File: config.mk
export PLATFORM = sky130hd
export DESIGN_NAME = timestamp_ordered_event_queue_core
export DESIGN_NICKNAME = d
export VERILOG_FILES = /design/src/hw/rtl/tsq_pkg.sv /design/src/hw/rtl/timestamp_ordered_event_queue_core.sv
export SDC_FILE = /design/constraint.sdc
export NUM_CORES = 2
export LEC_CHECK = 0
export BUFFER_PORTS_ARGS = -buffer_cell sky130_fd_sc_hd__buf_4
export CAP_MARGIN = 0
export CELL_PAD_IN_SITES_DETAIL_PLACEMENT = 2
export CELL_PAD_IN_SITES_GLOBAL_PLACEMENT = 2
export CORE_ASPECT_RATIO = 1.2
export CORE_MARGIN = 5
export CORE_UTILIZATION = 51
export CTS_BUF_LIST = sky130_fd_sc_hd__clkbuf_4
export CTS_CLUSTER_SIZE = 14
export DETAILED_ROUTE_END_ITERATION = 7
export PLACE_DENSITY = 0.94
export SYNTH_ARGS = -nofsm -noshare
export SYNTH_HDL_FRONTEND = slang
export SYNTH_SLANG_ARGS = --single-unit
File: constraint.sdc
create_clock -name clk -period 34.4 [get_ports clk]
set_input_delay 6.88 -clock clk [delete_from_list [all_inputs] [get_ports clk]]
set_output_delay 6.88 -clock clk [all_outputs]
set_load 0.01 [all_outputs]
File: src/hw/rtl/tsq_pkg.sv
// ----------------------------------------------------------------------------
// tsq_pkg
// shared types and constants of the timestamp ordered event queue
// ----------------------------------------------------------------------------
package tsq_pkg;

	localparam int ID_W   = 32;
	localparam int KIND_W = 2;
	localparam int TIME_W = 48;

	localparam int QUEUE_DEPTH_DEF = 16;

	localparam logic CMD_INSERT = 1'b0;
	localparam logic CMD_FLUSH  = 1'b1;

	localparam logic [KIND_W-1:0] KIND_ARRIVAL = 2'd0;

	localparam logic ITEM_EVENT  = 1'b0;
	localparam logic ITEM_STATUS = 1'b1;

	localparam logic STATUS_OK     = 1'b0;
	localparam logic STATUS_REJECT = 1'b1;

	typedef struct packed {
		logic [TIME_W-1:0] ev_time;
		logic [ID_W-1:0]   ev_id;
		logic [KIND_W-1:0] ev_kind;
	} tsq_entry_t;

	typedef enum logic [2:0] {
		ST_IDLE,
		ST_SEARCH,
		ST_SEARCH_WAIT,
		ST_PLACE,
		ST_RELEASE,
		ST_RELEASE_WAIT,
		ST_STATUS
	} tsq_state_t;

endpackage

File: src/hw/rtl/timestamp_ordered_event_queue_core.sv
// ----------------------------------------------------------------------------
// timestamp_ordered_event_queue_core
// time ordered event queue with sorted insertion, release and flush
// ----------------------------------------------------------------------------
// usage:
//   an item (command, event_id, event_kind, event_time) is taken at a rising
//   edge with start high and busy low. busy stays high until the item is done.
//   results leave on item_type/out_id/out_kind/out_time/status/last, each valid
//   for one cycle while strobe is high; the receiver cannot stall them.
//   every item ends with one status item (last high, status flags a full
//   queue on insert). released events come first, oldest first.
// storage:
//   entries sit in a circular buffer with one write and one registered read
//   port. an insert moves each later entry up one place through the read
//   port before it writes the new one, and an arrival insert then releases
//   the entries ahead of it, oldest first; a flush releases every entry and
//   a rejected insert goes straight to its status item.
// reset:
//   arst_n empties the queue at once; no clearing pass, stored entries are
//   only read below the fill count.
// ----------------------------------------------------------------------------
module timestamp_ordered_event_queue_core #(
	parameter int QUEUE_DEPTH = tsq_pkg::QUEUE_DEPTH_DEF
) (
	input  logic                       clk,
	input  logic                       arst_n,
	input  logic                       start,
	output logic                       busy,
	input  logic                       command,
	input  logic [tsq_pkg::ID_W-1:0]   event_id,
	input  logic [tsq_pkg::KIND_W-1:0] event_kind,
	input  logic [tsq_pkg::TIME_W-1:0] event_time,
	output logic                       strobe,
	output logic                       item_type,
	output logic [tsq_pkg::ID_W-1:0]   out_id,
	output logic [tsq_pkg::KIND_W-1:0] out_kind,
	output logic [tsq_pkg::TIME_W-1:0] out_time,
	output logic                       status,
	output logic                       last
);
	import tsq_pkg::*;

	localparam int AW = (QUEUE_DEPTH > 1) ? $clog2(QUEUE_DEPTH) : 1;
	localparam int CW = $clog2(QUEUE_DEPTH + 1);
	localparam logic [AW:0]   DEPTH_A = (AW + 1)'(QUEUE_DEPTH);
	localparam logic [CW-1:0] DEPTH_C = CW'(QUEUE_DEPTH);
	localparam logic [AW-1:0] HEAD_MAX = AW'(QUEUE_DEPTH - 1);

	function automatic logic [AW-1:0] phys_addr(input logic [AW-1:0] head,
			input logic [AW-1:0] lg);
		logic [AW:0] sum;
		sum = {1'b0, head} + {1'b0, lg};
		if (sum >= DEPTH_A) begin
			sum = sum - DEPTH_A;
		end
		return sum[AW-1:0];
	endfunction

	tsq_state_t state_q, state_d;

	logic              cmd_q;
	logic [ID_W-1:0]   id_q;
	logic [KIND_W-1:0] kind_q;
	logic [TIME_W-1:0] time_q;
	logic              reject_q;
	logic [AW-1:0]     head_q;
	logic [CW-1:0]     occ_q;
	logic [CW-1:0]     pos_q;
	logic [CW-1:0]     cnt_q;
	logic [CW-1:0]     pos_dec;

	tsq_entry_t        mem_q [QUEUE_DEPTH];
	tsq_entry_t        rd_q;
	tsq_entry_t        wdata;
	logic              mem_we;
	logic              rd_en;
	logic [AW-1:0]     waddr;
	logic [AW-1:0]     raddr;
	logic              emit_evt;
	logic              emit_stat;
	logic              shift_hit;

	logic              strobe_q;
	logic              item_type_q;
	logic [ID_W-1:0]   out_id_q;
	logic [KIND_W-1:0] out_kind_q;
	logic [TIME_W-1:0] out_time_q;
	logic              status_q;
	logic              last_q;

	assign pos_dec   = pos_q - CW'(1);
	assign shift_hit = rd_q.ev_time > time_q;
	assign busy      = (state_q != ST_IDLE);

	always_ff @(posedge clk or negedge arst_n) begin
		if (!arst_n) begin
			state_q <= ST_IDLE;
		end else begin
			state_q <= state_d;
		end
	end

	always_comb begin
		state_d   = state_q;
		mem_we    = 1'b0;
		rd_en     = 1'b0;
		waddr     = phys_addr(head_q, pos_q[AW-1:0]);
		raddr     = head_q;
		wdata     = '{ev_time: time_q, ev_id: id_q, ev_kind: kind_q};
		emit_evt  = 1'b0;
		emit_stat = 1'b0;
		case (state_q)
			ST_IDLE: begin
				if (start) begin
					if (command == CMD_FLUSH) begin
						state_d = ST_RELEASE;
					end else if (occ_q == DEPTH_C) begin
						state_d = ST_STATUS;
					end else begin
						state_d = ST_SEARCH;
					end
				end
			end
			ST_SEARCH: begin
				if (pos_q == '0) begin
					state_d = ST_PLACE;
				end else begin
					rd_en   = 1'b1;
					raddr   = phys_addr(head_q, pos_dec[AW-1:0]);
					state_d = ST_SEARCH_WAIT;
				end
			end
			ST_SEARCH_WAIT: begin
				if (shift_hit) begin
					mem_we  = 1'b1;
					wdata   = rd_q;
					state_d = ST_SEARCH;
				end else begin
					state_d = ST_PLACE;
				end
			end
			ST_PLACE: begin
				mem_we = 1'b1;
				if (kind_q == KIND_ARRIVAL && pos_q != '0) begin
					state_d = ST_RELEASE;
				end else begin
					state_d = ST_STATUS;
				end
			end
			ST_RELEASE: begin
				if (cnt_q == '0) begin
					state_d = ST_STATUS;
				end else begin
					rd_en   = 1'b1;
					state_d = ST_RELEASE_WAIT;
				end
			end
			ST_RELEASE_WAIT: begin
				emit_evt = 1'b1;
				state_d  = ST_RELEASE;
			end
			ST_STATUS: begin
				emit_stat = 1'b1;
				state_d   = ST_IDLE;
			end
			default: begin
				state_d = ST_IDLE;
			end
		endcase
	end

	// sequencer counters
	always_ff @(posedge clk or negedge arst_n) begin
		if (!arst_n) begin
			reject_q <= 1'b0;
			head_q   <= '0;
			occ_q    <= '0;
			pos_q    <= '0;
			cnt_q    <= '0;
		end else begin
			case (state_q)
				ST_IDLE: begin
					if (start) begin
						reject_q <= (command == CMD_INSERT) && (occ_q == DEPTH_C);
						pos_q    <= occ_q;
						cnt_q    <= occ_q;
					end
				end
				ST_SEARCH_WAIT: begin
					if (shift_hit) begin
						pos_q <= pos_dec;
					end
				end
				ST_PLACE: begin
					occ_q <= occ_q + CW'(1);
					cnt_q <= pos_q;
				end
				ST_RELEASE_WAIT: begin
					head_q <= (head_q == HEAD_MAX) ? '0 : head_q + AW'(1);
					occ_q  <= occ_q - CW'(1);
					cnt_q  <= cnt_q - CW'(1);
				end
				default: begin
				end
			endcase
		end
	end

	// item payload
	always_ff @(posedge clk) begin
		if (state_q == ST_IDLE && start) begin
			cmd_q  <= command;
			id_q   <= event_id;
			kind_q <= event_kind;
			time_q <= event_time;
		end
	end

	// entry memory
	always_ff @(posedge clk) begin
		if (mem_we) begin
			mem_q[waddr] <= wdata;
		end
	end

	always_ff @(posedge clk) begin
		if (rd_en) begin
			rd_q <= mem_q[raddr];
		end
	end

	// result register
	always_ff @(posedge clk or negedge arst_n) begin
		if (!arst_n) begin
			strobe_q <= 1'b0;
		end else begin
			strobe_q <= emit_evt || emit_stat;
		end
	end

	always_ff @(posedge clk) begin
		if (emit_evt) begin
			item_type_q <= ITEM_EVENT;
			out_id_q    <= rd_q.ev_id;
			out_kind_q  <= rd_q.ev_kind;
			out_time_q  <= rd_q.ev_time;
			status_q    <= STATUS_OK;
			last_q      <= 1'b0;
		end else if (emit_stat) begin
			item_type_q <= ITEM_STATUS;
			out_id_q    <= '0;
			out_kind_q  <= '0;
			out_time_q  <= '0;
			status_q    <= (reject_q && cmd_q == CMD_INSERT) ? STATUS_REJECT : STATUS_OK;
			last_q      <= 1'b1;
		end
	end

	assign strobe    = strobe_q;
	assign item_type = item_type_q;
	assign out_id    = out_id_q;
	assign out_kind  = out_kind_q;
	assign out_time  = out_time_q;
	assign status    = status_q;
	assign last      = last_q;

endmodule

==> summary.md <==
| Metric | Value |
|---|---|
| Maximum fanout along the worst path | `20` |
| All-Layer GR Usage | `0.454` |
| Largest net degree at the start of global routing | `around 220` |
| DIE WIDTH | `331 um` |
| Final Hold Fails | `0` |
| Net count after synthesis | `roughly 4700` |
| Seq/Total Area, Yosys | `0.751` |
| Max clock buf depth | `4` |
| Router iterations before antenna repair | `6` |
| Worst path top cell family by delay | `flip-flops` |
| Vias in the first global route | `52300` |
| DPL Wire Length | `about 150000 um` |
| Commonest cells in the netlist | `edfxtp_1, nand2_1, nand3_1, a21oi_1, clkbuf_1` |
| Hold WC Path Type | `register to register` |
| Initial antenna violation count | `17` |
| Worst path max stage delay | `0.70 ns` |
| Setup Total Neg Slack | `0 ns` |
| Worst setup SP type | `register` |
| Synth area leader | `edfxtp_1` |
| PortBufs | `172` |
| Max_cap viols | `0` |
| CTS-repair resized insts | `0` |
| CTS tree | `built` |
| Number of enable flip-flop cells after synthesis | `1559` |
| Number of cells in the design after placement | `approximately 6000` |
| Post-synth top area share | `0.741` |
| Core Util, Final | `0.577` |
| Setup violations, final | `0` |
| Layout net count | `5055` |
| Clock Skews | `just over 0.2 ns` |
| Row cnt | `approximately 140` |
| Top-count cell post-synth | `edfxtp_1` |
| CP endpoint kind | `output port` |
| Ys flop type | `edfxtp_1` |
| Rel. slew slack | `0.0746` |
| Register area | `47500 um^2` |
| Clock-pin slew on the worst setup and hold paths | `0.08 ns` |
| Worst skew pair latency | `1.49 ns` |
| Ys async rst share | `0.0151` |
| Final slew viol count | `0` |
| CP max-delay cell | `dfrtp_1` |
| TritonCTS Buffers | `between 400 and 500` |
| Routed via count | `48400` |
| Post-synthesis register bit count | `around 1600` |
| Least-Margin Pin Slew | `approximately 1.4 ns` |
| Mean Syn Cell Area | `around 14 um^2` |
| DRT antenna net count | `0` |
| Area occupied by multi-input gates | `approximately 14000 um^2` |
| H-tree levels | `5` |
| Postcts setup bufs | `0` |
| Peak VDD IR | `0.0000972 V` |
| Routed WL per cell | `around 44 um` |
| Final Non-Filler Cells | `6840` |
| Synth unique cells | `67` |
| Mapped Cells | `roughly 4500` |
| Critical R2R Launch | `time_q[47]` |
| Period utilization | `0.278` |
| WS Path Type | `register to output port` |
| Root Buffer | `clkbuf_4` |
| First-pass GRT wire length | `~420000 um` |
| Top post-synthesis cells by area | `edfxtp_1, nand2_1, nand3_1` |
| Initial Util | `0.513` |
| Post-Route WL | `303000 um` |
| Layout cells sized above 1 | `0.191` |
| Residual DRC | `0` |
| Final instance area | `71000 um^2` |
| Post-DP Area | `66100 um^2` |
| Leak | `25.6 nW` |
| IO Pins | `173` |
| Crit path DAT | `2.68 ns` |
| 1st-iter DRT viols | `8217` |
| Tmin final | `9.56 ns` |
| Syn Std Cell Area | `between 60000 and 70000 um^2` |
| Core area | `123000 um^2` |
| GR Overflow Total | `0` |
| Hold buffers post-CTS | `0` |
| Chip height | `396 um` |
| RSZ-0062 raised after global routing | `no` |
| RD Place Congestion | `0.751` |
| Power per cell area | `106 nW/um^2` |
| CP cell instances | `nor3_1 > inv_1 > buf_4` |
| Synth warnings | `0` |
| Status | `completed` |
| Layout area overhead | `12.4%` |
| Hold_sp | `rd_q[41]` |
| Fmax | `around 0.10 GHz` |
| Vias per Instance | `a little over 7` |
| Buffer and inverter count on the worst path | `2` |
| Final hold slack | `0.560 ns` |
| WP data required | `27.52 ns` |
| Clock tree sinks | `1585` |
| Critical path launch point | `state_q[1]` |
| Layout fillers | `11000` |
| Die footprint | `~130000 um^2` |
[cell usage in the layout, fill, tap and decap left out, drive strengths merged, types with 8 or more instances in the layout]
cell    count
nor4       19
inv        68
nand2    1261
o221ai     81
nor3       10
a21oi     194
buf       248
and2       83
ha         60
mux2i      86
dfrtp      24
nand4      93
a32oi      83
mux2       85
diode       8
xor2        8
o21ai      17
clkbuf    586
a21o       11
nor2      104
clkinv     98
nand3     337
edfxtp   1559
[where the power goes]
group | internal, W | total (W) | switching, W
clock | 0.000800 | 0.00175 | 0.000952
combinational | 0.000721 | 0.00307 | 0.00235
sequential | 0.00251 | 0.00271 | 0.000197
[state kept, by name (all words and copies together), names as in the netlist]
name      cells
cmd_q         1
cnt_q         5
head_q        4
id_q         32
kind_q        2
last          1
mem_q      1312
occ_q         5
out_id       32
out_kind      2
out_time     48
pos_q         5
rd_q         82
reject_q      1
state_q       3
status        1
strobe        1
time_q       48
[worst register-to-register path, stage by stage (launching register included)]
cell	delay, ns
edfxtp_1	0.48
inv_1	0.11
ha_1	0.38
nand4_1	0.31
nor4_2	1.16
nand3_1	0.45
a31oi_2	0.64
nor4_4	0.17
nor2_4	0.79
buf_4	1.09
buf_4	0.89
mux2_4	0.50
[layout make-up]
| class | count | area share |
|---|---|---|
| timing repair buffer | 248 | 0.0266 |
| multi-input combinational | 2600 | 0.204 |
| antenna | 8 | 0.000282 |
| tap | 1644 | 0.0290 |
| clock buffer | 586 | 0.0619 |
| inverter | 65 | 0.00349 |
| sequential | 1585 | 0.668 |
| clock inverter | 104 | 0.00682 |
[per-layer routing]
layer,GRT usage,routed length (um),up-vias
met5,0,80,-
met1,0.533,99700,24300
met4,0.348,28700,12
met3,0.121,34600,1695
met2,0.718,140000,4884
li1,-,-,17600
[final timing paths]
kind	cells past startpoint	to	slack, ns
min in group asynchronous	1	reject_q	5.42
hold reg to reg	1	out_time[7]	0.56
setup reg to reg	11	mem_q[12][30]	27.06
hold / removal	1	out_time[7]	0.56
max in group asynchronous	1	pos_q[0]	28.70
setup / recovery	3	busy	24.84
[metrics by stage]
step	worst slack [ns]	total power (W)
2_1_floorplan	23.59	0.00422
5_1_grt	24.76	0.00764
6_report	24.84	0.00753
3_5_place_dp	24.83	0.00542
4_1_cts	24.79	0.00739
3_3_place_gp	25.22	0.00500
[cell families (layout without fill, tap and decap cells)]
group                    count (synthesis)  count (layout)  share of synthesized area
AO/OA/AOI/OAI                          420             420                     0.0466
flip-flops                            1585            1585                      0.751
other                                    0               8                          0
multiplexers                           171             171                     0.0331
adder cells (fa/ha/maj)                 63              63                     0.0128
XOR/XNOR                                15              15                    0.00208
buffers and inverters                  326            1003                     0.0231
AND/OR/NAND/NOR                       1931            1931                      0.131
No activity file was read; power rests on OpenSTA's default activity.
